File: src/rtl/signed_number_to_lcd_segment_writes_macros.svh
// assertion macros for the signed number to lcd segment writes block
// no dependencies; the including module must provide clk and rst
`ifndef SIGNED_NUMBER_TO_LCD_SEGMENT_WRITES_MACROS_SVH
`define SIGNED_NUMBER_TO_LCD_SEGMENT_WRITES_MACROS_SVH

`ifndef SYNTHESIS

// same-cycle implication
`define SNLCD_ASSERT_IMP(name, ante, cons) \
  name: assert property (@(posedge clk) disable iff (rst) (ante) |-> (cons)) \
    else $error("snlcd same-cycle check failed");

// next-cycle implication
`define SNLCD_ASSERT_NXT(name, ante, cons) \
  name: assert property (@(posedge clk) disable iff (rst) (ante) |=> (cons)) \
    else $error("snlcd next-cycle check failed");

`else

`define SNLCD_ASSERT_IMP(name, ante, cons)

`define SNLCD_ASSERT_NXT(name, ante, cons)

`endif

`endif

File: src/rtl/snlcd_pkg.sv
// shared types, constants and segment tables for the lcd segment writer
// no dependencies
`default_nettype none

package snlcd_pkg;

  localparam int DIGIT_COUNT = 6;
  localparam int QUEUE_DEPTH = 2;

  localparam int VALUE_W = 21;
  localparam int MAG_W   = 20;
  localparam int PC_W    = 5;

  localparam logic signed [VALUE_W-1:0] VALUE_MAX = 21'sd999999;
  localparam logic signed [VALUE_W-1:0] VALUE_MIN = -21'sd99999;

  // floor(2^20 / 10), quotient estimate is low by at most one
  localparam logic [16:0] RECIP_10   = 17'd104857;
  localparam int          RECIP_SHIFT = 20;

  typedef logic [3:0] glyph_t;
  localparam glyph_t GLYPH_BLANK = 4'd10;
  localparam glyph_t GLYPH_MINUS = 4'd11;

  localparam logic [PC_W-1:0] PLACES_MIN = 5'd1;
  localparam logic [PC_W-1:0] PLACES_MAX = 5'd5;
  localparam logic [PC_W-1:0] FLASH_BASE = 5'd20;
  localparam logic [PC_W-1:0] FLASH_LAST = 5'd25;

  localparam logic [2:0] NO_POINT_POS  = 3'd5;
  localparam logic [2:0] CAL_POINT_POS = 3'd3;

  typedef enum logic [1:0] {
    MODE_LIVE     = 2'd0,
    MODE_HIDE     = 2'd1,
    MODE_CAL      = 2'd2,
    MODE_HIDE_ALT = 2'd3
  } mode_t;

  typedef enum logic [1:0] {
    F_IDLE,
    F_DIGIT,
    F_PUSH
  } front_state_t;

  // write slots in emission order
  localparam logic [2:0] SLOT_D0    = 3'd0;
  localparam logic [2:0] SLOT_D1    = 3'd1;
  localparam logic [2:0] SLOT_D2_LO = 3'd2;
  localparam logic [2:0] SLOT_D2_HI = 3'd3;
  localparam logic [2:0] SLOT_D3    = 3'd4;
  localparam logic [2:0] SLOT_D4    = 3'd5;
  localparam logic [2:0] SLOT_D5    = 3'd6;

  localparam logic [5:0] ADDR_D0    = 6'd18;
  localparam logic [5:0] ADDR_D1    = 6'd20;
  localparam logic [5:0] ADDR_D2_LO = 6'd22;
  localparam logic [5:0] ADDR_D2_HI = 6'd17;
  localparam logic [5:0] ADDR_D3    = 6'd15;
  localparam logic [5:0] ADDR_D4    = 6'd13;
  localparam logic [5:0] ADDR_D5    = 6'd11;

  localparam logic [7:0] PT_BIT_A = 8'h10;
  localparam logic [7:0] PT_BIT_B = 8'h01;

  typedef struct packed {
    glyph_t [DIGIT_COUNT-1:0] glyphs;
    logic   [2:0]             point_pos;
  } rec_t;

  typedef struct packed {
    logic full;
    logic empty;
  } q_stat_t;

  typedef struct packed {
    logic [5:0] addr;
    logic [7:0] data;
    logic       nib;
  } wr_t;

  function automatic logic [7:0] seg_a(input glyph_t g);
    logic [7:0] s;
    case (g)
      4'd0:        s = 8'hEB;
      4'd1:        s = 8'h60;
      4'd2:        s = 8'hC7;
      4'd3:        s = 8'hE5;
      4'd4:        s = 8'h6C;
      4'd5:        s = 8'hAD;
      4'd6:        s = 8'hAF;
      4'd7:        s = 8'hE0;
      4'd8:        s = 8'hEF;
      4'd9:        s = 8'hED;
      GLYPH_MINUS: s = 8'h04;
      default:     s = 8'h00;
    endcase
    return s;
  endfunction

  function automatic logic [7:0] seg_b(input glyph_t g);
    logic [7:0] s;
    case (g)
      4'd0:        s = 8'hBE;
      4'd1:        s = 8'h06;
      4'd2:        s = 8'h7C;
      4'd3:        s = 8'h5E;
      4'd4:        s = 8'hC6;
      4'd5:        s = 8'hDA;
      4'd6:        s = 8'hFA;
      4'd7:        s = 8'h0E;
      4'd8:        s = 8'hFE;
      4'd9:        s = 8'hDE;
      GLYPH_MINUS: s = 8'h40;
      default:     s = 8'h00;
    endcase
    return s;
  endfunction

endpackage

`default_nettype wire

File: src/rtl/snlcd_queue.sv
// short first-word-fall-through queue of classified numbers
// depends on snlcd_pkg for the record type
`default_nettype none

module snlcd_queue #(
  parameter int DEPTH = snlcd_pkg::QUEUE_DEPTH
) (
  input  wire                  clk,
  input  wire                  rst,
  input  wire                  push,
  input  snlcd_pkg::rec_t      push_rec,
  input  wire                  pop,
  output snlcd_pkg::rec_t      head,
  output snlcd_pkg::q_stat_t   stat
);

  localparam int PTR_W = (DEPTH > 1) ? $clog2(DEPTH) : 1;
  localparam int CNT_W = $clog2(DEPTH + 1);

  snlcd_pkg::rec_t mem [DEPTH];
  logic [PTR_W-1:0] wr_ptr;
  logic [PTR_W-1:0] rd_ptr;
  logic [CNT_W-1:0] count;

  always_ff @(posedge clk) begin
    if (push) begin
      mem[wr_ptr] <= push_rec;
    end
  end

  always_ff @(posedge clk) begin
    if (rst) begin
      wr_ptr <= '0;
      rd_ptr <= '0;
      count  <= '0;
    end else begin
      if (push) begin
        wr_ptr <= (wr_ptr == PTR_W'(DEPTH - 1)) ? '0 : wr_ptr + 1'b1;
      end
      if (pop) begin
        rd_ptr <= (rd_ptr == PTR_W'(DEPTH - 1)) ? '0 : rd_ptr + 1'b1;
      end
      if (push && !pop) begin
        count <= count + 1'b1;
      end else if (pop && !push) begin
        count <= count - 1'b1;
      end
    end
  end

  assign head       = mem[rd_ptr];
  assign stat.full  = (count == CNT_W'(DEPTH));
  assign stat.empty = (count == '0);

endmodule

`default_nettype wire

File: config.mk
export PLATFORM = sky130hd
export DESIGN_NAME = snlcd_queue
export DESIGN_NICKNAME = d
export VERILOG_FILES = /design/src/rtl/signed_number_to_lcd_segment_writes_macros.svh /design/src/rtl/snlcd_pkg.sv /design/src/rtl/snlcd_queue.sv
export SDC_FILE = /design/constraint.sdc
export NUM_CORES = 1
export LEC_CHECK = 0
export ABC_AREA = 1
export BUFFER_PORTS_ARGS = -buffer_cell sky130_fd_sc_hd__buf_2
export CAP_MARGIN = 10
export CORE_UTILIZATION = 25
export DETAILED_ROUTE_END_ITERATION = 6
export SLEW_MARGIN = 20
export SYNTH_ARGS = -nofsm -noshare
export SYNTH_HDL_FRONTEND = slang
export SYNTH_SLANG_ARGS = --single-unit
File: constraint.sdc
create_clock -name clk -period 4.6 [get_ports clk]
set_input_delay 0.46 -clock clk [delete_from_list [all_inputs] [get_ports clk]]
set_output_delay 0.46 -clock clk [all_outputs]
set_load 0.02 [all_outputs]
Yosys cells after proc, flatten, opt, wreduce, memory -nomap -nowiden
Memory sizes are Yosys's and may differ from the RTL's. A register that Yosys moved wholly into a read port is not among the register bits.
Index checks and enable logic that the tools add are counted.
Word-level totals
  register bits: 4
  input bits: 31
  memories: 1
  bits in writable memories: 54
Cells by class
  multiplexer cells: 8
  $add $sub $neg: 4
  reductions and logical operators: 6
  eq/ne operators: 1
Memory list
  mem: depth 2, width 27, rd ports 1, clocked after memory_dff 1, write ports 1, RTL line snlcd_queue.sv:20  | snlcd_pkg::rec_t mem [DEPTH];
Operators by type and width (count)
  $mux W1: 6
  $mux W2: 2
  $add A1 B1 Y1 const B: 2
  $add A2 B1 Y2 const B: 1
  $eq A2 B2 Y1 const B: 1
  $logic_and A1 B1 Y1: 2
  $logic_not A1 Y1: 2
  $logic_not A2 Y1: 1
  $reduce_bool A2 Y1: 1
  $sub A2 B1 Y2 const B: 1

Logic depth before layout (Yosys ltp)
  word-level depth: 4
  gate-level depth with buffers: 8

Worst setup path after synthesis
OpenSTA, ideal clock, no wires.
  kind: input-to-reg
  from: input push
  to: memory mem[0][0] (netlist name) (enable)
  arrival: 1641 ps
  data required time: 4189 ps
  setup slack: 2548 ps
  buffers on the path: 0
  stages on the path: 2
  cells stage by stage: inv_1 > nor2_1
On the way
  cells in the longest elaborated chain, start to end: 2
RTL lines
  start, declared: RTL line snlcd_queue.sv:10  | input wire push,
  $mux W1: RTL line snlcd_queue.sv:26  | if (push) begin
  $mux W1 (not written as such): RTL line snlcd_queue.sv:27  | mem[wr_ptr] <= push_rec;
  end, declared: RTL line snlcd_queue.sv:20
No other way between the ends.

==> summary.md <==
| Metric | Value |
|---|---|
| Synthesized instance count | `117` |
| Fin. Hold Viols | `0` |
| Worst path slowest cell | `dfxtp_2` |
| Hold depth | `2` |
| Fmax | `0.442 GHz` |
| Sw frac | `22.1%` |
| Power Internal | `1.05 mW` |
| Clk_lat worst skew | `330 ps` |
| Sequential share of power | `47.6%` |
| Register area share after synthesis | `75.6%` |
| Max Cap Violations | `0` |
| Die area | `0.00950 sq mm` |
| Largest net degree at the start of global routing | `28` |
| Critical-path cell list | `mux2_2 > buf_2` |
| Netlist cell types | `16` |
| Synth Net Count | `149` |
| Avg Synthesized Cell Area | `19.5 sq um` |
| Vias per cell | `3.95` |
| TritonCTS buffer count | `9` |
| Die Ht | `97.5 um` |
| Power Density | `461 mW/mm^2` |
| Worst-path clk slew | `70 ps` |
| Std cell rows | `34` |
| Crit path buf inv count | `1` |
| Clk pwr share | `41.6%` |
| Commonest non-fill, non-tap cell in the layout | `buf_2` |
| Setup Viol. Count Final | `0` |
| Filler cells | `874` |
| Top-Level Pins | `60` |
| H-tree Lvls | `3` |
| Sw Pwr | `0.297 mW` |
| Area Overhead vs Synth | `27.9%` |
| Starting DRT DRC Count | `20` |
| Worst setup SP type | `flop` |
| Clock Path Buffers | `2` |
| Core Footprint | `0.00876 sq mm` |
| DRC Markers | `0` |
| Sink Count | `59` |
| FF-to-FF End | `mem[1][11]` |
| Number of diodes | `0` |
| RSZ-0062 raised after global routing | `no` |
| Top cell family by delay on the critical path | `flip-flops` |
| Critical Path Max Stage Delay | `870 ps` |
| Share of cells above drive strength 1 | `54.7%` |
| Worst Tran Pin Value | `850 ps` |
| Hold_sp | `rst` |
| Worst r2r src | `wr_ptr` |
| HP Class | `input pin to flop` |
| Buffers on Ports | `59` |
| Combinational Power Share | `10.8%` |
| Reg2Reg Depth | `3` |
| Detailed-route via count | `1,177` |
| Power after layout | `1.34 mW` |
| ANT nets after route | `0` |
| CP Data Arrival Time | `1800 ps` |
| Fin nets | `217` |
| Post-synthesis register bit count | `59` |
| Max Slew Vio Count | `0` |
| Synth warn | `0` |
| Hold Buf Count CTS | `0` |
| Hpwl dp | `2410 um` |
| PostCTS Resize Cnt | `0` |
| TNS Setup | `0 ps` |
| Status | `finished, final reports clean` |
| Placer Congestion | `0.579` |
| First-pass GRT wire length | `5890 um` |
| Post-CTS Setup Bufs | `0` |
| FF-to-FF setup slack | `3000 ps` |
| Relative slew slack | `43.3%` |
| Maximum vdd drop | `0.186 mV` |
| TritonCTS clock tree | `yes` |
| Most frequent cells in the layout | `59 x buf_2, 54 x edfxtp_1, 20 x mux2_4` |
| Crit Path Max Fanout | `27` |
| WL per Instance | `12.4 um` |
| Drt pass-1 iters | `3` |
| Number of global-route vias before repair | `1,216` |
| CP endpoint kind | `output port` |
| GR Overflow Total | `0` |
| Crit path required time | `4140 ps` |
| Post-Syn Area | `0.00228 sq mm` |
| Leak Pwr | `1.17 nW` |
| Final worst path period share | `49.2%` |
| Fin crit period | `2260 ps` |
| Routed Wire Length | `3710 um` |
| Setup CP Type | `flop to output port` |
| Chip width | `97.5 um` |
| Gr usage total | `8.54%` |
| Layout Skew | `9.14 ps` |
| Clk root buf | `clkbuf_8` |
| Initial core utilization | `26.0%` |
| Initial antenna violation count | `0` |
## worst max path at each step
stage,from,endpoint,slack (ps),cells after the start
3_3_place_gp,flop,head[16],2630,2
2_1_floorplan,push,mem[0][0],2550,2
3_5_place_dp,flop,head[16],2630,2
4_1_cts,flop,head[16],2240,2
6_report,flop,head[10],2340,2
5_1_grt,flop,head[10],2180,2
## layout make-up
| class | instances | area [sq um] | area share, % |
|---|---|---|---|
| sequential | 59 | 1720 | 59.1 |
| multi-input combinational | 46 | 479 | 16.4 |
| clock buffer | 9 | 124 | 4.25 |
| clock inverter | 7 | 116 | 3.99 |
| inverter | 9 | 33.8 | 1.16 |
| tap | 108 | 135 | 4.64 |
| timing repair buffer | 60 | 303 | 10.4 |
## state kept, by name, indices dropped and copies added (netlist names), named ones only
signal and flops:
wr_ptr 1, rd_ptr 1, mem 54, count 2
## cell usage after synthesis
cell	instances	area (sq um)
xnor2_1	1	8.76
nor2_1	7	26.3
dfxtp_1	5	100
mux2_2	7	78.8
nand3_1	1	5.00
edfxtp_1	54	1620
ha_1	1	12.5
nand2_1	5	18.8
nand4_1	1	6.26
o21ai_0	1	5.00
mux2_4	20	300
inv_1	9	33.8
a21oi_1	1	5.00
buf_6	1	11.3
nor3_1	1	5.00
buf_12	2	40.0
## power groups by stage
stage	clock [mW]	combinational (mW)	sequential, mW
after floorplan	0	0.117	0.637
after global placement	0	0.146	0.651
after detailed placement	0	0.149	0.653
after CTS	0.580	0.149	0.641
after global routing	0.600	0.157	0.644
final	0.559	0.145	0.639
## metal layers
layer	track usage, %	routed length, um	vias up
met5	0	0	-
met4	4.07	53	0
met1	9.25	1590	558
met3	5.25	299	7
met2	13.1	1760	45
li1	-	-	567
## worst reg2reg max path, cell delays in order, from the launching register on
cell	delay [ps]
dfxtp_1	390
nand2_1	70
inv_1	450
buf_4	370
## through the flow
stage / util, % / area [sq um] / worst slack (ps) / cells / hold WS, ps
2_1_floorplan: - / 2280 / 2550 / 117 / 480
3_3_place_gp: 30.5 / 2670 / 2630 / 282 / 494
3_5_place_dp: 30.5 / 2670 / 2630 / 282 / 511
4_1_cts: 33.3 / 2910 / 2240 / 298 / 285
5_1_grt: 33.3 / 2910 / 2180 / 298 / 289
6_report: 33.3 / 2910 / 2340 / 298 / 313
## cell families after synthesis
group                    synth area share, %
flip-flops                              75.6
multiplexers                            16.6
AND/OR/NAND/NOR                         2.69
buffers and inverters                   3.73
AO/OA/AOI/OAI                          0.439
XOR/XNOR                               0.384
adder cells (fa/ha/maj)                0.549
(Power assumes the default switching activity.)
