### src/rtl/signed_number_to_lcd_segment_writes_macros.svh
// assertion macros for the signed number to lcd segment writes block
// no dependencies; the including module must provide clk and rst
`ifndef SIGNED_NUMBER_TO_LCD_SEGMENT_WRITES_MACROS_SVH
`define SIGNED_NUMBER_TO_LCD_SEGMENT_WRITES_MACROS_SVH

`ifndef SYNTHESIS

// same-cycle implication
`define SNLCD_ASSERT_IMP(name, ante, cons) \
  name: assert property (@(posedge clk) disable iff (rst) (ante) |-> (cons)) \
    else $error("snlcd same-cycle check failed");

// next-cycle implication
`define SNLCD_ASSERT_NXT(name, ante, cons) \
  name: assert property (@(posedge clk) disable iff (rst) (ante) |=> (cons)) \
    else $error("snlcd next-cycle check failed");

`else

`define SNLCD_ASSERT_IMP(name, ante, cons)

`define SNLCD_ASSERT_NXT(name, ante, cons)

`endif

`endif

### src/rtl/snlcd_pkg.sv
// shared types, constants and segment tables for the lcd segment writer
// no dependencies
`default_nettype none

package snlcd_pkg;

  localparam int DIGIT_COUNT = 6;
  localparam int QUEUE_DEPTH = 2;

  localparam int VALUE_W = 21;
  localparam int MAG_W   = 20;
  localparam int PC_W    = 5;

  localparam logic signed [VALUE_W-1:0] VALUE_MAX = 21'sd999999;
  localparam logic signed [VALUE_W-1:0] VALUE_MIN = -21'sd99999;

  // floor(2^20 / 10), quotient estimate is low by at most one
  localparam logic [16:0] RECIP_10   = 17'd104857;
  localparam int          RECIP_SHIFT = 20;

  typedef logic [3:0] glyph_t;
  localparam glyph_t GLYPH_BLANK = 4'd10;
  localparam glyph_t GLYPH_MINUS = 4'd11;

  localparam logic [PC_W-1:0] PLACES_MIN = 5'd1;
  localparam logic [PC_W-1:0] PLACES_MAX = 5'd5;
  localparam logic [PC_W-1:0] FLASH_BASE = 5'd20;
  localparam logic [PC_W-1:0] FLASH_LAST = 5'd25;

  localparam logic [2:0] NO_POINT_POS  = 3'd5;
  localparam logic [2:0] CAL_POINT_POS = 3'd3;

  typedef enum logic [1:0] {
    MODE_LIVE     = 2'd0,
    MODE_HIDE     = 2'd1,
    MODE_CAL      = 2'd2,
    MODE_HIDE_ALT = 2'd3
  } mode_t;

  typedef enum logic [1:0] {
    F_IDLE,
    F_DIGIT,
    F_PUSH
  } front_state_t;

  // write slots in emission order
  localparam logic [2:0] SLOT_D0    = 3'd0;
  localparam logic [2:0] SLOT_D1    = 3'd1;
  localparam logic [2:0] SLOT_D2_LO = 3'd2;
  localparam logic [2:0] SLOT_D2_HI = 3'd3;
  localparam logic [2:0] SLOT_D3    = 3'd4;
  localparam logic [2:0] SLOT_D4    = 3'd5;
  localparam logic [2:0] SLOT_D5    = 3'd6;

  localparam logic [5:0] ADDR_D0    = 6'd18;
  localparam logic [5:0] ADDR_D1    = 6'd20;
  localparam logic [5:0] ADDR_D2_LO = 6'd22;
  localparam logic [5:0] ADDR_D2_HI = 6'd17;
  localparam logic [5:0] ADDR_D3    = 6'd15;
  localparam logic [5:0] ADDR_D4    = 6'd13;
  localparam logic [5:0] ADDR_D5    = 6'd11;

  localparam logic [7:0] PT_BIT_A = 8'h10;
  localparam logic [7:0] PT_BIT_B = 8'h01;

  typedef struct packed {
    glyph_t [DIGIT_COUNT-1:0] glyphs;
    logic   [2:0]             point_pos;
  } rec_t;

  typedef struct packed {
    logic full;
    logic empty;
  } q_stat_t;

  typedef struct packed {
    logic [5:0] addr;
    logic [7:0] data;
    logic       nib;
  } wr_t;

  function automatic logic [7:0] seg_a(input glyph_t g);
    logic [7:0] s;
    case (g)
      4'd0:        s = 8'hEB;
      4'd1:        s = 8'h60;
      4'd2:        s = 8'hC7;
      4'd3:        s = 8'hE5;
      4'd4:        s = 8'h6C;
      4'd5:        s = 8'hAD;
      4'd6:        s = 8'hAF;
      4'd7:        s = 8'hE0;
      4'd8:        s = 8'hEF;
      4'd9:        s = 8'hED;
      GLYPH_MINUS: s = 8'h04;
      default:     s = 8'h00;
    endcase
    return s;
  endfunction

  function automatic logic [7:0] seg_b(input glyph_t g);
    logic [7:0] s;
    case (g)
      4'd0:        s = 8'hBE;
      4'd1:        s = 8'h06;
      4'd2:        s = 8'h7C;
      4'd3:        s = 8'h5E;
      4'd4:        s = 8'hC6;
      4'd5:        s = 8'hDA;
      4'd6:        s = 8'hFA;
      4'd7:        s = 8'h0E;
      4'd8:        s = 8'hFE;
      4'd9:        s = 8'hDE;
      GLYPH_MINUS: s = 8'h40;
      default:     s = 8'h00;
    endcase
    return s;
  endfunction

endpackage

`default_nettype wire

### src/rtl/snlcd_back.sv
// back end: walks the queue head through its display writes, one per cycle while out_stall
// is low, into a registered output; uses snlcd_pkg tables and addresses
`default_nettype none

module snlcd_back (
  input  wire                clk,
  input  wire                rst,
  input  snlcd_pkg::mode_t   mode,
  input  snlcd_pkg::rec_t    head,
  input  snlcd_pkg::q_stat_t q_stat,
  output logic               pop,
  output logic               out_valid,
  input  wire                out_stall,
  output logic [5:0]         lcd_address,
  output logic [7:0]         segment_data,
  output logic               nibble_write,
  output logic               last_write
);

  logic [2:0] slot;
  logic       pt_phase;

  logic       load;
  logic [2:0] eff_pp;
  logic       show_pt;
  logic [2:0] pt_start;
  logic [2:0] pt_end;
  logic       is_last;
  snlcd_pkg::wr_t wr;

  function automatic snlcd_pkg::wr_t make_write(
    input snlcd_pkg::rec_t r,
    input logic [2:0]      s,
    input logic            pt
  );
    snlcd_pkg::wr_t w;
    logic [7:0] pa;
    logic [7:0] pb;
    logic [7:0] a2;
    pa = pt ? snlcd_pkg::PT_BIT_A : 8'h00;
    pb = pt ? snlcd_pkg::PT_BIT_B : 8'h00;
    a2 = snlcd_pkg::seg_a(r.glyphs[2]) | pa;
    w.nib = 1'b0;
    case (s)
      snlcd_pkg::SLOT_D0: begin
        w.addr = snlcd_pkg::ADDR_D0;
        w.data = snlcd_pkg::seg_a(r.glyphs[0]) | pa;
      end
      snlcd_pkg::SLOT_D1: begin
        w.addr = snlcd_pkg::ADDR_D1;
        w.data = snlcd_pkg::seg_a(r.glyphs[1]) | pa;
      end
      snlcd_pkg::SLOT_D2_LO: begin
        w.addr = snlcd_pkg::ADDR_D2_LO;
        w.data = {4'h0, a2[3:0]};
        w.nib  = 1'b1;
      end
      snlcd_pkg::SLOT_D2_HI: begin
        w.addr = snlcd_pkg::ADDR_D2_HI;
        w.data = {4'h0, a2[7:4]};
        w.nib  = 1'b1;
      end
      snlcd_pkg::SLOT_D3: begin
        w.addr = snlcd_pkg::ADDR_D3;
        w.data = snlcd_pkg::seg_b(r.glyphs[3]) | pb;
      end
      snlcd_pkg::SLOT_D4: begin
        w.addr = snlcd_pkg::ADDR_D4;
        w.data = snlcd_pkg::seg_b(r.glyphs[4]) | pb;
      end
      default: begin
        w.addr = snlcd_pkg::ADDR_D5;
        w.data = snlcd_pkg::seg_b(r.glyphs[5]) | pb;
      end
    endcase
    return w;
  endfunction

  always_comb begin
    eff_pp  = (mode == snlcd_pkg::MODE_CAL) ? snlcd_pkg::CAL_POINT_POS : head.point_pos;
    show_pt = ((mode == snlcd_pkg::MODE_LIVE) || (mode == snlcd_pkg::MODE_CAL))
              && (eff_pp != snlcd_pkg::NO_POINT_POS);
    case (eff_pp)
      3'd0:    pt_start = snlcd_pkg::SLOT_D0;
      3'd1:    pt_start = snlcd_pkg::SLOT_D1;
      3'd2:    pt_start = snlcd_pkg::SLOT_D2_LO;
      3'd3:    pt_start = snlcd_pkg::SLOT_D3;
      default: pt_start = snlcd_pkg::SLOT_D4;
    endcase
    // digit 2 is split over two nibble writes
    pt_end  = (pt_start == snlcd_pkg::SLOT_D2_LO) ? snlcd_pkg::SLOT_D2_HI : pt_start;
    is_last = pt_phase ? (slot == pt_end) : ((slot == snlcd_pkg::SLOT_D5) && !show_pt);
    load    = !q_stat.empty && (!out_valid || !out_stall);
    pop     = load && is_last;
    wr      = make_write(head, slot, pt_phase);
  end

  always_ff @(posedge clk) begin
    if (rst) begin
      slot      <= snlcd_pkg::SLOT_D0;
      pt_phase  <= 1'b0;
      out_valid <= 1'b0;
    end else begin
      if (load) begin
        out_valid <= 1'b1;
        if (is_last) begin
          slot     <= snlcd_pkg::SLOT_D0;
          pt_phase <= 1'b0;
        end else if (!pt_phase && (slot == snlcd_pkg::SLOT_D5)) begin
          slot     <= pt_start;
          pt_phase <= 1'b1;
        end else begin
          slot <= slot + 1'b1;
        end
      end else if (!out_stall) begin
        out_valid <= 1'b0;
      end
    end
  end

  always_ff @(posedge clk) begin
    if (load) begin
      lcd_address  <= wr.addr;
      segment_data <= wr.data;
      nibble_write <= wr.nib;
      last_write   <= is_last;
    end
  end

endmodule

`default_nettype wire

### config.mk
export PLATFORM = sky130hd
export DESIGN_NAME = snlcd_back
export DESIGN_NICKNAME = d
export VERILOG_FILES = /design/src/rtl/signed_number_to_lcd_segment_writes_macros.svh /design/src/rtl/snlcd_pkg.sv /design/src/rtl/snlcd_back.sv
export SDC_FILE = /design/constraint.sdc
export NUM_CORES = 1
export LEC_CHECK = 0
export BUFFER_PORTS_ARGS = -buffer_cell sky130_fd_sc_hd__buf_4
export CAP_MARGIN = 5
export CORE_MARGIN = 2
export CORE_UTILIZATION = 50
export DETAILED_ROUTE_END_ITERATION = 10
export GPL_TIMING_DRIVEN = 0
export PLACE_DENSITY = 0.77
export SKIP_CTS_REPAIR_TIMING = 1
export SLEW_MARGIN = 30
export SYNTH_ARGS = -nofsm -noshare
export SYNTH_HDL_FRONTEND = slang
export SYNTH_SLANG_ARGS = --single-unit
export TNS_END_PERCENT = 10
### constraint.sdc
create_clock -name clk -period 2 [get_ports clk]
set_input_delay 0.2 -clock clk [delete_from_list [all_inputs] [get_ports clk]]
set_output_delay 0.2 -clock clk [all_outputs]
set_load 0.02 [all_outputs]
======== After elaboration in Yosys (flattened, before gate mapping) ========
Memory sizes are Yosys's and may differ from the RTL's.
Cells that the tools add are included.
word-level totals
  bits in registers ....................... 21
  ROM bits ................................ 672
  bits of input ports ..................... 34
  output and inout port bits .............. 18
  word-level logic and storage cells ...... 72
  memories kept ........................... 6
operators by class
  $add $sub $neg .......................... 1
  eq/ne operators ......................... 14
  mux-type cells .......................... 19
  bitwise gates (word level) .............. 6
  reduce and logical (&&, ||, !) cells .... 19
memory list
  name              words  bits a word  rd ports  clocked after Yosys merged registers in  write ports  RTL line          text
  (name not given)  16     7            1         0                                        0            snlcd_pkg.sv:84   case (g)
  (name not given)  16     7            1         0                                        0            snlcd_pkg.sv:84
  (name not given)  16     7            1         0                                        0            snlcd_pkg.sv:84
  (name not given)  16     7            1         0                                        0            snlcd_pkg.sv:103  case (g)
  (name not given)  16     7            1         0                                        0            snlcd_pkg.sv:103
  (name not given)  16     7            1         0                                        0            snlcd_pkg.sv:103
operator list
  kind                                                    count
  case mux 13 bit (6 select lines)                        1
  2-to-1 mux 8 bit                                        5
  bitwise OR 8 x 1 -> 8 bit                               3
  bitwise OR 8 x 5 -> 8 bit                               3
  equality test 3 x 2 -> 1 bit (second input constant)    5
  2-to-1 mux 3 bit                                        4
  case mux 3 bit (4 select lines)                         1
  equality test 3 bit (second input constant)             3
  2-to-1 mux 1 bit                                        7
  equality test 3 x 1 -> 1 bit (second input constant)    2
  zero test 3 bit                                         2
  OR reduction 6 bit                                      1
  logical AND 1 bit                                       5
  zero test 1 bit                                         5
  2-to-1 mux 5 bit                                        1
  adder 3 x 1 -> 3 bit (second input constant)            1
  equality test 3 bit                                     1
  inequality test 3 bit (second input constant)           1
  equality test 2 bit (second input constant)             1
  zero test 2 bit                                         1
  logical OR 1 bit                                        2
  inequality test 2 x 1 -> 1 bit (second input constant)  1
  AND reduction 2 bit                                     1
  nonzero test 2 bit                                      1
  OR reduction 2 bit                                      1

======== Depth between registers and ports, before layout ========
Gate-level depths: netlist of the first run.
  depth in word-level cells ............... 10
  depth in mapped cells ................... 9
  gate-level depth less buffers ........... 7

======== Worst setup path after synthesis of the first run ========
Ideal clock, no wire load.
  path type ............................... reg2reg
  from .................................... reg slot[1]
  to ...................................... reg segment_data[2], data pin
  library setup time ...................... 0.259 ns
  data arrival time ....................... 1.692 ns
  required time ........................... 1.741 ns
  slack ................................... 0.049 ns
  cell stages (with the launch flop) ...... 10
  buffers on the path ..................... 2
  period minus slack after synthesis ...... 1.951 ns
  cells stage by stage .................... dfxtp_1 > clkbuf_1 > inv_1 > ha_1 > clkbuf_1 > nor3_1 > nor2_1 > o31ai_1 > a31oi_1 > a211o_1
RTL lines
  what                      RTL line           text
  start: declaration        snlcd_back.sv:20   logic [2:0] slot;
  start signal: assignment  snlcd_back.sv:100  slot <= snlcd_pkg::SLOT_D0;
  start signal: assignment  snlcd_back.sv:107  slot <= snlcd_pkg::SLOT_D0;
  start signal: assignment  snlcd_back.sv:110  slot <= pt_start;
  end signal: assignment    snlcd_back.sv:124  segment_data <= wr.data;
  end: declaration          snlcd_back.sv:15   output logic [7:0] segment_data,

======== Worst setup path after layout of the first run ========
  from .................................... reg slot[0]
  to ...................................... out pop
between the ends
  word-level cells in the longest chain between the ends .. 4
  elaborated cells between the ends (all ways) .. 5
  classes of those cells .................. 2 x eq/ne; 1 x mux; 2 x reduce/logical
ends and longest elaborated chain
  what                 RTL line          text
  equality test 3 bit  snlcd_back.sv:92  is_last = pt_phase ? (slot == pt_end) : ((slot == snlcd_pkg::SLOT_D5) && !show_pt);
  logical AND 1 bit    snlcd_back.sv:92
  2-to-1 mux 1 bit *   snlcd_back.sv:92
  logical AND 1 bit *  snlcd_back.sv:94  pop = load && is_last;
  end: declaration     snlcd_back.sv:11  output logic pop,
Every way passes the cells marked *; elsewhere a longest branch is shown, timed or not.

==> results_tabular.tex, run 1 <==
\begin{tabular}{lr}
\hline
Metric & Value \\
\hline
\multicolumn{2}{l}{\textbf{Status}} \\
\quad Run status & finished clean \\
\multicolumn{2}{l}{\textbf{Global route}} \\
\quad Largest net degree at the start of global routing & 21 \\
\quad Initial antenna violation count & 0 \\
\quad Final global-route overflow total & 0 \\
\quad GRT Total Usage & 0.200 \\
\quad Global-route wire length before repair & 8580 um \\
\quad Number of global-route vias before repair & 1,946 \\
\multicolumn{2}{l}{\textbf{Place}} \\
\quad DP Area & 2760 um\^{}2 \\
\quad Weighted congestion at the end of routability-driven global placement & 0.828 \\
\quad Post-DP HPWL & 4250 um \\
\quad Port Buf Inserts & 40 \\
\multicolumn{2}{l}{\textbf{Power and ir drop}} \\
\quad Worst ir drop on vdd & 289 uV \\
\quad Leakage dissipation & 1.23 nW \\
\quad Power density over cell area & 489 nW/um\^{}2 \\
\multicolumn{2}{l}{\textbf{Synthesis}} \\
\quad Dominant combinational cell family by area after synthesis & simple AND/OR/NAND/NOR gates \\
\quad Fraction of synthesized cell area in xor and xnor cells & 0.0178 \\
\quad Mean instance size in the synthesized netlist & 8.27 um\^{}2 \\
\quad Simple-gate share of the synthesized area & 0.247 \\
\quad Register bit total from synthesis & 20 \\
\quad Number of standard cells after synthesis & 289 \\
\quad Fraction of the yosys area taken by sequential cells & 0.230 \\
\quad Main flop type after synthesis & sky130\_fd\_sc\_hd\_\_edfxtp\_1 \\
\quad Complex-gate fraction of the synthesized area & 0.227 \\
\quad Number of unique standard cell types used by synthesis & 54 \\
\quad Synthesized cell area & 2390 um\^{}2 \\
\quad Multiplexer share of the synthesized area & 0.0230 \\
\quad Number of warnings printed during yosys synthesis & 0 \\
\quad Number of enable flip-flop cells after synthesis & 15 \\
\quad Asr flop ratio synth & 0 \\
\quad Post-synthesis adder-cell area fraction & 0.188 \\
\quad Synth Net Count & 359 \\
\multicolumn{2}{l}{\textbf{Floorplan}} \\
\quad Vert. Die Dim & 73.1 um \\
\quad Number of top-level pins & 52 \\
\quad Overall die area & 5350 um\^{}2 \\
\quad Die boundary width & 73.1 um \\
\quad Starting density of the core & 0.513 \\
\quad Core region area & 4660 um\^{}2 \\
\quad Std cell rows & 25 \\
\multicolumn{2}{l}{\textbf{Final layout}} \\
\quad Most frequent cells in the layout & sky130\_fd\_sc\_hd\_\_buf\_4 (43), sky130\_fd\_sc\_hd\_\_ha\_1 (34), sky130\_fd\_sc\_hd\_\_o21ai\_0 (24), sky130\_fd\_sc\_hd\_\_nor2b\_1 (21), sky130\_fd\_sc\_hd\_\_a21oi\_1 (21) \\
\quad Final design area excluding fillers & 2890 um\^{}2 \\
\quad Utilization of the core after routing & 0.620 \\
\quad Antenna cells & 0 \\
\quad Multi-input combinational cell area & 1720 um\^{}2 \\
\quad Post-layout net count & 405 \\
\quad Ratio of cells with drive above 1 in the final layout & 0.213 \\
\quad Area taken by flip-flops and latches & 552 um\^{}2 \\
\quad Most common library cell in the layout ignoring fill and taps & sky130\_fd\_sc\_hd\_\_buf\_4 \\
\quad Syn-to-layout area delta & 21.0\% \\
\quad Fill cell count & 420 \\
\multicolumn{2}{l}{\textbf{Drt}} \\
\quad Post-route ant nets & 0 \\
\quad DR pass1 iterations & 4 \\
\quad Count of routing violations after the opening detailed-route iteration & 158 \\
\quad Routed Wire Length & 5380 um \\
\quad Number of vias per cell after detailed routing & 5.69 \\
\quad Average wire length per cell after detail routing & 13.9 um \\
\quad DRC viols & 0 \\
\quad Routed via count & 2,206 \\
\multicolumn{2}{l}{\textbf{Clock network}} \\
\quad Cell at the root of the clock tree & sky130\_fd\_sc\_hd\_\_clkbuf\_8 \\
\quad Clock latency at the later pin of the worst-skew pair & 0.26 ns \\
\quad Clock sinks & 20 \\
\quad Maximum level of the CTS H-tree & 1 \\
\quad Clock input transition at the sequential cells of the worst setup and hold paths & 0.08 ns \\
\quad TritonCTS clock tree & yes \\
\quad Num CTS Buffers & 3 \\
\quad CTS Buffer Depth & 2 \\
\multicolumn{2}{l}{\textbf{Worst setup path}} \\
\quad Critical path required time & 1.80 ns \\
\quad Critical path class & flip-flop to primary output \\
\quad Max FO, Critical Path & 8 \\
\quad Arrival time of the worst setup path & 1.80 ns \\
\quad Category of the worst setup path capture point & primary output \\
\quad Flop2flop setup slack & 0.05 ns \\
\quad Type of element launching the critical path & flip-flop \\
\multicolumn{2}{l}{\textbf{STA}} \\
\quad Worst-case clock skew & 0.00818 ns \\
\quad Final Critical Period & 2.00 ns \\
\quad Slew Viols, Final & 0 \\
\quad Setup repair after global routing missed its margin & true \\
\quad Maximum achievable frequency & 501 MHz \\
\quad Share of the cycle needed by the critical path after routing & 0.998 \\
\quad Actual transition at the worst max-transition pin & 0.745 ns \\
\quad Final count of hold timing violations & 0 \\
\quad Setup violation total in the final timing report & 0 \\
\quad Worst relative slew slack & 0.503 \\
\multicolumn{2}{l}{\textbf{Flow run}} \\
\quad Number of maximum-capacitance constraint violations & 0 \\
\multicolumn{2}{l}{\textbf{Worst hold path}} \\
\quad Min-delay worst type & primary input to flip-flop \\
\hline
\end{tabular}
==> registers in the layout, summed over array words and instances, names as in the netlist <==
signal / flops
segment_data: 8
lcd_address: 5
slot: 3
last_write: 1
nibble_write: 1
out_valid: 1
pt_phase: 1
==> critical path: stages (launching register included) <==
cell	delay, ns
sky130_fd_sc_hd__dfxtp_1	0.35
sky130_fd_sc_hd__inv_1	0.17
sky130_fd_sc_hd__ha_2	0.31
sky130_fd_sc_hd__and3b_4	0.28
sky130_fd_sc_hd__o21ai_2	0.09
sky130_fd_sc_hd__a21oi_1	0.17
sky130_fd_sc_hd__buf_4	0.16
==> metal layers <==
layer | global-route usage | up-vias | share of wire
met5 | 0 | - | 0
met4 | 0.0453 | 0 | 0.0089
met3 | 0.0262 | 6 | 0.051
met2 | 0.344 | 64 | 0.50
met1 | 0.265 | 1004 | 0.44
li1 | - | 1132 | -
==> kinds of logic after synthesis <==
logic type,after synthesis
other,1
adders and majority gates,36
muxes,5
AOI/OAI and AO/OA,85
and+or+nand+nor,101
buffers and inverters,37
xor gates and xnor gates,4
DFF,20
==> cell type report <==
type / instances / share of cell area
Buffer: 17 / 0.0303
Clock buffer: 3 / 0.0143
Clock inverter: 1 / 0.0104
Inverter: 20 / 0.0290
Multi-Input combinational cell: 232 / 0.595
Sequential cell: 20 / 0.191
Tap cell: 54 / 0.0234
Timing Repair Buffer: 41 / 0.106
==> path summary, 6_finish.rpt <==
kind                     startpoint                         to  cells after the start
max reg2reg    slot[1]$_SDFFE_PP0P_  segment_data[2]$_DFFE_PP_                      9
min                       q_stat[0]     out_valid$_SDFFE_PP0P_                      2
min reg2reg  out_valid$_SDFFE_PP0P_     out_valid$_SDFFE_PP0P_                      2
max            slot[0]$_SDFFE_PP0P_                        pop                      6
==> report_power, final <==
part	switching, W	internal [W]	leakage (nW)	total (W)
registers	0.0000147	0.000492	0.187	0.000506
clock network	0.000138	0.000267	0.0357	0.000405
logic	0.000283	0.000220	1.01	0.000503
==> through the flow <==
stage	cells	total power, W	hold slack [ns]	setup WS [ns]	TNS (ns)
after CTS	387	0.00139	0.110	-0.341	-1.49
after global routing	388	0.00149	0.113	-0.0887	-0.126
after floorplan	289	0.000819	0.269	0.0495	0
after detailed placement	383	0.000988	0.385	-0.305	-1.15
final	388	0.00141	0.113	0.00324	0
after global placement	383	0.000975	0.380	-0.304	-1.17
==> cells in the mapped netlist, types with 5 or more instances <==
cell,count,share of area
sky130_fd_sc_hd__nor2_1,15,0.024
sky130_fd_sc_hd__a31oi_1,5,0.013
sky130_fd_sc_hd__a21oi_1,21,0.044
sky130_fd_sc_hd__edfxtp_1,15,0.19
sky130_fd_sc_hd__o21ai_0,24,0.050
sky130_fd_sc_hd__nor3_1,7,0.015
sky130_fd_sc_hd__nand3_1,8,0.017
sky130_fd_sc_hd__dfxtp_1,5,0.042
sky130_fd_sc_hd__nor2b_1,21,0.055
sky130_fd_sc_hd__clkbuf_1,14,0.022
sky130_fd_sc_hd__nand2b_1,16,0.042
sky130_fd_sc_hd__ha_1,36,0.19
sky130_fd_sc_hd__nand2_1,15,0.024
sky130_fd_sc_hd__inv_1,19,0.030
sky130_fd_sc_hd__o221ai_1,5,0.018
Power figures use the tool's default switching activity.
==> inputs of run 2 (changes only) <==
--- a/config.mk
+++ b/config.mk
@@ -7,7 +7,7 @@
 export LEC_CHECK = 0
 export BUFFER_PORTS_ARGS = -buffer_cell sky130_fd_sc_hd__buf_4
 export CAP_MARGIN = 5
-export CORE_MARGIN = 2
+export CORE_MARGIN = 5
 export CORE_UTILIZATION = 50
 export DETAILED_ROUTE_END_ITERATION = 10
 export GPL_TIMING_DRIVEN = 0
==> run 2 against run 1 <==
- sequential cell count is the same
- highest routed layer unchanged
- die area increased by 17%
- worst setup slack gained 0.029 ns
- cell count up 1.0%
- combinational power increased by 3%
- critical endpoint is now segment_data[2]$_DFFE_PP_
- critical path depth rose by 3
- global-route usage shrank 3.2 points
- total power decreased by 6.1%
- final area rose by 0.69%
- worst hold slack improved by 0.0039 ns
==> results_tabular.tex, run 2 (synthesized netlist as in run 1, its figures left out) <==
\begin{tabular}{lr}
\hline
Metric & Value \\
\hline
\multicolumn{2}{l}{\textbf{Drt}} \\
\quad DRC viols & 0 (unchanged) \\
\quad Count of routing violations after the opening detailed-route iteration & 128 (was 158) \\
\quad Number of vias per cell after detailed routing & 5.64 (was 5.69) \\
\quad Routed via count & 2,209 (was 2,206) \\
\quad Average wire length per cell after detail routing & 14.0 um (was 13.9 um) \\
\quad Routed Wire Length & 5510 um (was 5380 um) \\
\quad DR pass1 iterations & 4 (unchanged) \\
\quad Post-route ant nets & 0 (unchanged) \\
\multicolumn{2}{l}{\textbf{STA}} \\
\quad Final Critical Period & 1.97 ns (was 2.00 ns) \\
\quad Setup Total Neg Slack & 0 ns (unchanged) \\
\quad Final count of hold timing violations & 0 (unchanged) \\
\quad Actual transition at the worst max-transition pin & 0.809 ns (was 0.745 ns) \\
\quad Share of the cycle needed by the critical path after routing & 0.984 (was 0.998) \\
\quad Worst relative slew slack & 0.460 (was 0.503) \\
\quad Worst-case clock skew & 0.00123 ns (was 0.00818 ns) \\
\quad Setup repair after global routing missed its margin & true (unchanged) \\
\quad Setup violation total in the final timing report & 0 (unchanged) \\
\quad Maximum achievable frequency & 508 MHz (was 501 MHz) \\
\quad Slew Viols, Final & 0 (unchanged) \\
\multicolumn{2}{l}{\textbf{Worst setup path}} \\
\quad Critical path class & flip-flop to flip-flop (was flip-flop to primary output) \\
\quad Arrival time of the worst setup path & 1.97 ns (was 1.80 ns) \\
\quad Type of element launching the critical path & flip-flop (unchanged) \\
\quad Category of the worst setup path capture point & flip-flop (was primary output) \\
\quad Cell count of the worst reg-to-reg path & 9 (unchanged) \\
\quad Critical path required time & 2.00 ns (was 1.80 ns) \\
\quad Max FO, Critical Path & 9 (was 8) \\
\multicolumn{2}{l}{\textbf{Status}} \\
\quad Run status & finished clean (unchanged) \\
\multicolumn{2}{l}{\textbf{Global route}} \\
\quad Global-route track usage on met2 & 0.321 (was 0.344) \\
\quad Met3 Usage GRT & 0.0102 (was 0.0262) \\
\quad Largest net degree at the start of global routing & 21 (unchanged) \\
\quad Final global-route overflow total & 0 (unchanged) \\
\quad Initial antenna violation count & 0 (unchanged) \\
\quad Routing usage on met1 & 0.213 (was 0.265) \\
\quad Global-route wire length before repair & 8830 um (was 8580 um) \\
\quad Top Usage Layer GRT & met2 (unchanged) \\
\quad Number of global-route vias before repair & 2,026 (was 1,946) \\
\quad GRT Total Usage & 0.168 (was 0.200) \\
\multicolumn{2}{l}{\textbf{Power and ir drop}} \\
\quad Worst ir drop on vdd & 420 uV (was 289 uV) \\
\quad Power density over cell area & 457 nW/um\^{}2 (was 489 nW/um\^{}2) \\
\quad Leakage dissipation & 1.24 nW (was 1.23 nW) \\
\multicolumn{2}{l}{\textbf{Floorplan}} \\
\quad Vert. Die Dim & 79.1 um (was 73.1 um) \\
\quad Std cell rows & 25 (unchanged) \\
\quad Core region area & 4690 um\^{}2 (was 4660 um\^{}2) \\
\quad Die boundary width & 79.1 um (was 73.1 um) \\
\quad Number of top-level pins & 52 (unchanged) \\
\quad Overall die area & 6260 um\^{}2 (was 5350 um\^{}2) \\
\quad Starting density of the core & 0.509 (was 0.513) \\
\multicolumn{2}{l}{\textbf{Clock network}} \\
\quad TritonCTS clock tree & yes (unchanged) \\
\quad Clock input transition at the sequential cells of the worst setup and hold paths & 0.08 ns (about the same) \\
\quad Clock latency at the later pin of the worst-skew pair & 0.25 ns (was 0.26 ns) \\
\quad Maximum level of the CTS H-tree & 1 (unchanged) \\
\quad Cell at the root of the clock tree & sky130\_fd\_sc\_hd\_\_clkbuf\_8 (unchanged) \\
\quad CTS Buffer Depth & 2 (unchanged) \\
\quad Num CTS Buffers & 3 (unchanged) \\
\quad Clock sinks & 20 (unchanged) \\
\multicolumn{2}{l}{\textbf{Place}} \\
\quad Post-DP HPWL & 4490 um (was 4250 um) \\
\quad Weighted congestion at the end of routability-driven global placement & 0.868 (was 0.828) \\
\quad Port Buf Inserts & 40 (unchanged) \\
\quad DP Area & 2760 um\^{}2 (unchanged) \\
\multicolumn{2}{l}{\textbf{Final layout}} \\
\quad Antenna cells & 0 (unchanged) \\
\quad Max FFs per register & 8 (unchanged) \\
\quad Largest registers & segment\_data x8, lcd\_address x5, slot x3 (unchanged) \\
\quad Most common library cell in the layout ignoring fill and taps & sky130\_fd\_sc\_hd\_\_buf\_4 (unchanged) \\
\quad Fill cell count & 418 (was 420) \\
\quad Biggest register & segment\_data (unchanged) \\
\quad Final design area excluding fillers & 2910 um\^{}2 (was 2890 um\^{}2) \\
\quad Syn-to-layout area delta & 21.8\% (was 21.0\%) \\
\quad Post-layout net count & 409 (was 405) \\
\quad Most frequent cells in the layout & sky130\_fd\_sc\_hd\_\_buf\_4 (46), sky130\_fd\_sc\_hd\_\_ha\_1 (34), sky130\_fd\_sc\_hd\_\_o21ai\_0 (23), sky130\_fd\_sc\_hd\_\_a21oi\_1 (21), sky130\_fd\_sc\_hd\_\_nor2b\_1 (20) (was sky130\_fd\_sc\_hd\_\_buf\_4 (43), sky130\_fd\_sc\_hd\_\_ha\_1 (34), sky130\_fd\_sc\_hd\_\_o21ai\_0 (24), sky130\_fd\_sc\_hd\_\_nor2b\_1 (21), sky130\_fd\_sc\_hd\_\_a21oi\_1 (21)) \\
\quad Ratio of cells with drive above 1 in the final layout & 0.225 (was 0.213) \\
\multicolumn{2}{l}{\textbf{Flow run}} \\
\quad Number of maximum-capacitance constraint violations & 0 (unchanged) \\
\multicolumn{2}{l}{\textbf{Worst hold path}} \\
\quad Number of stages on the worst hold path & 2 (unchanged) \\
\quad Min-delay worst type & primary input to flip-flop (unchanged) \\
\hline
\end{tabular}
[run 2: worst max-delay path, cell delays in order (launching register included)]
cell	delay, ns
sky130_fd_sc_hd__dfxtp_2	0.37
sky130_fd_sc_hd__buf_6	0.15
sky130_fd_sc_hd__clkinvlp_4	0.11
sky130_fd_sc_hd__buf_4	0.14
sky130_fd_sc_hd__ha_2	0.24
sky130_fd_sc_hd__nor3_4	0.21
sky130_fd_sc_hd__nor2_4	0.07
sky130_fd_sc_hd__o31ai_1	0.07
sky130_fd_sc_hd__a31oi_1	0.09
sky130_fd_sc_hd__a211o_1	0.27
[run 2: metrics by stage]
| stage | hold WS, ns | power [W] | setup WS (ns) | std cells | util |
|---|---|---|---|---|---|
| 2_1_floorplan | 0.269 | 0.000819 | 0.0495 | 289 | - |
| 3_3_place_gp | 0.380 | 0.000975 | -0.349 | 383 | 0.588 |
| 3_5_place_dp | 0.387 | 0.000990 | -0.373 | 383 | 0.588 |
| 4_1_cts | 0.116 | 0.00129 | -0.403 | 387 | 0.599 |
| 5_1_grt | 0.123 | 0.00140 | -0.0616 | 392 | 0.621 |
| 6_report | 0.117 | 0.00133 | 0.0323 | 392 | 0.621 |
[run 2: metal layers]
metal  wire length, um  part of all wire
met5                 0                 0
met4                31            0.0056
met3               298             0.054
met2              2820              0.51
met1              2360              0.43
[run 2: area by class of cell]
type	count	area (um^2)	share of cell area
Multi-Input combinational cell	232	1720	0.592
Sequential cell	20	552	0.190
Timing Repair Buffer	45	338	0.116
Buffer	17	91.3	0.0314
Inverter	20	83.8	0.0288
Tap cell	54	67.6	0.0232
Clock buffer	4	55.1	0.0189
[run 2: power by group]
part           total (W)  leakage, nW  internal (W)  switching, W
Sequential      0.000505        0.187      0.000491     0.0000136
Clock           0.000309       0.0288      0.000175      0.000134
Combinational   0.000516         1.02      0.000230      0.000286
Total            0.00133         1.24      0.000896      0.000433
[run 2: path summary, 6_finish.rpt]
| path | from | to | slack [ns] |
|---|---|---|---|
| max | slot[1]$_SDFFE_PP0P_ | segment_data[2]$_DFFE_PP_ | 0.03 |
| min | q_stat[0] | out_valid$_SDFFE_PP0P_ | 0.12 |
| max reg2reg | slot[1]$_SDFFE_PP0P_ | segment_data[2]$_DFFE_PP_ | 0.03 |
| min reg2reg | out_valid$_SDFFE_PP0P_ | out_valid$_SDFFE_PP0P_ | 0.48 |
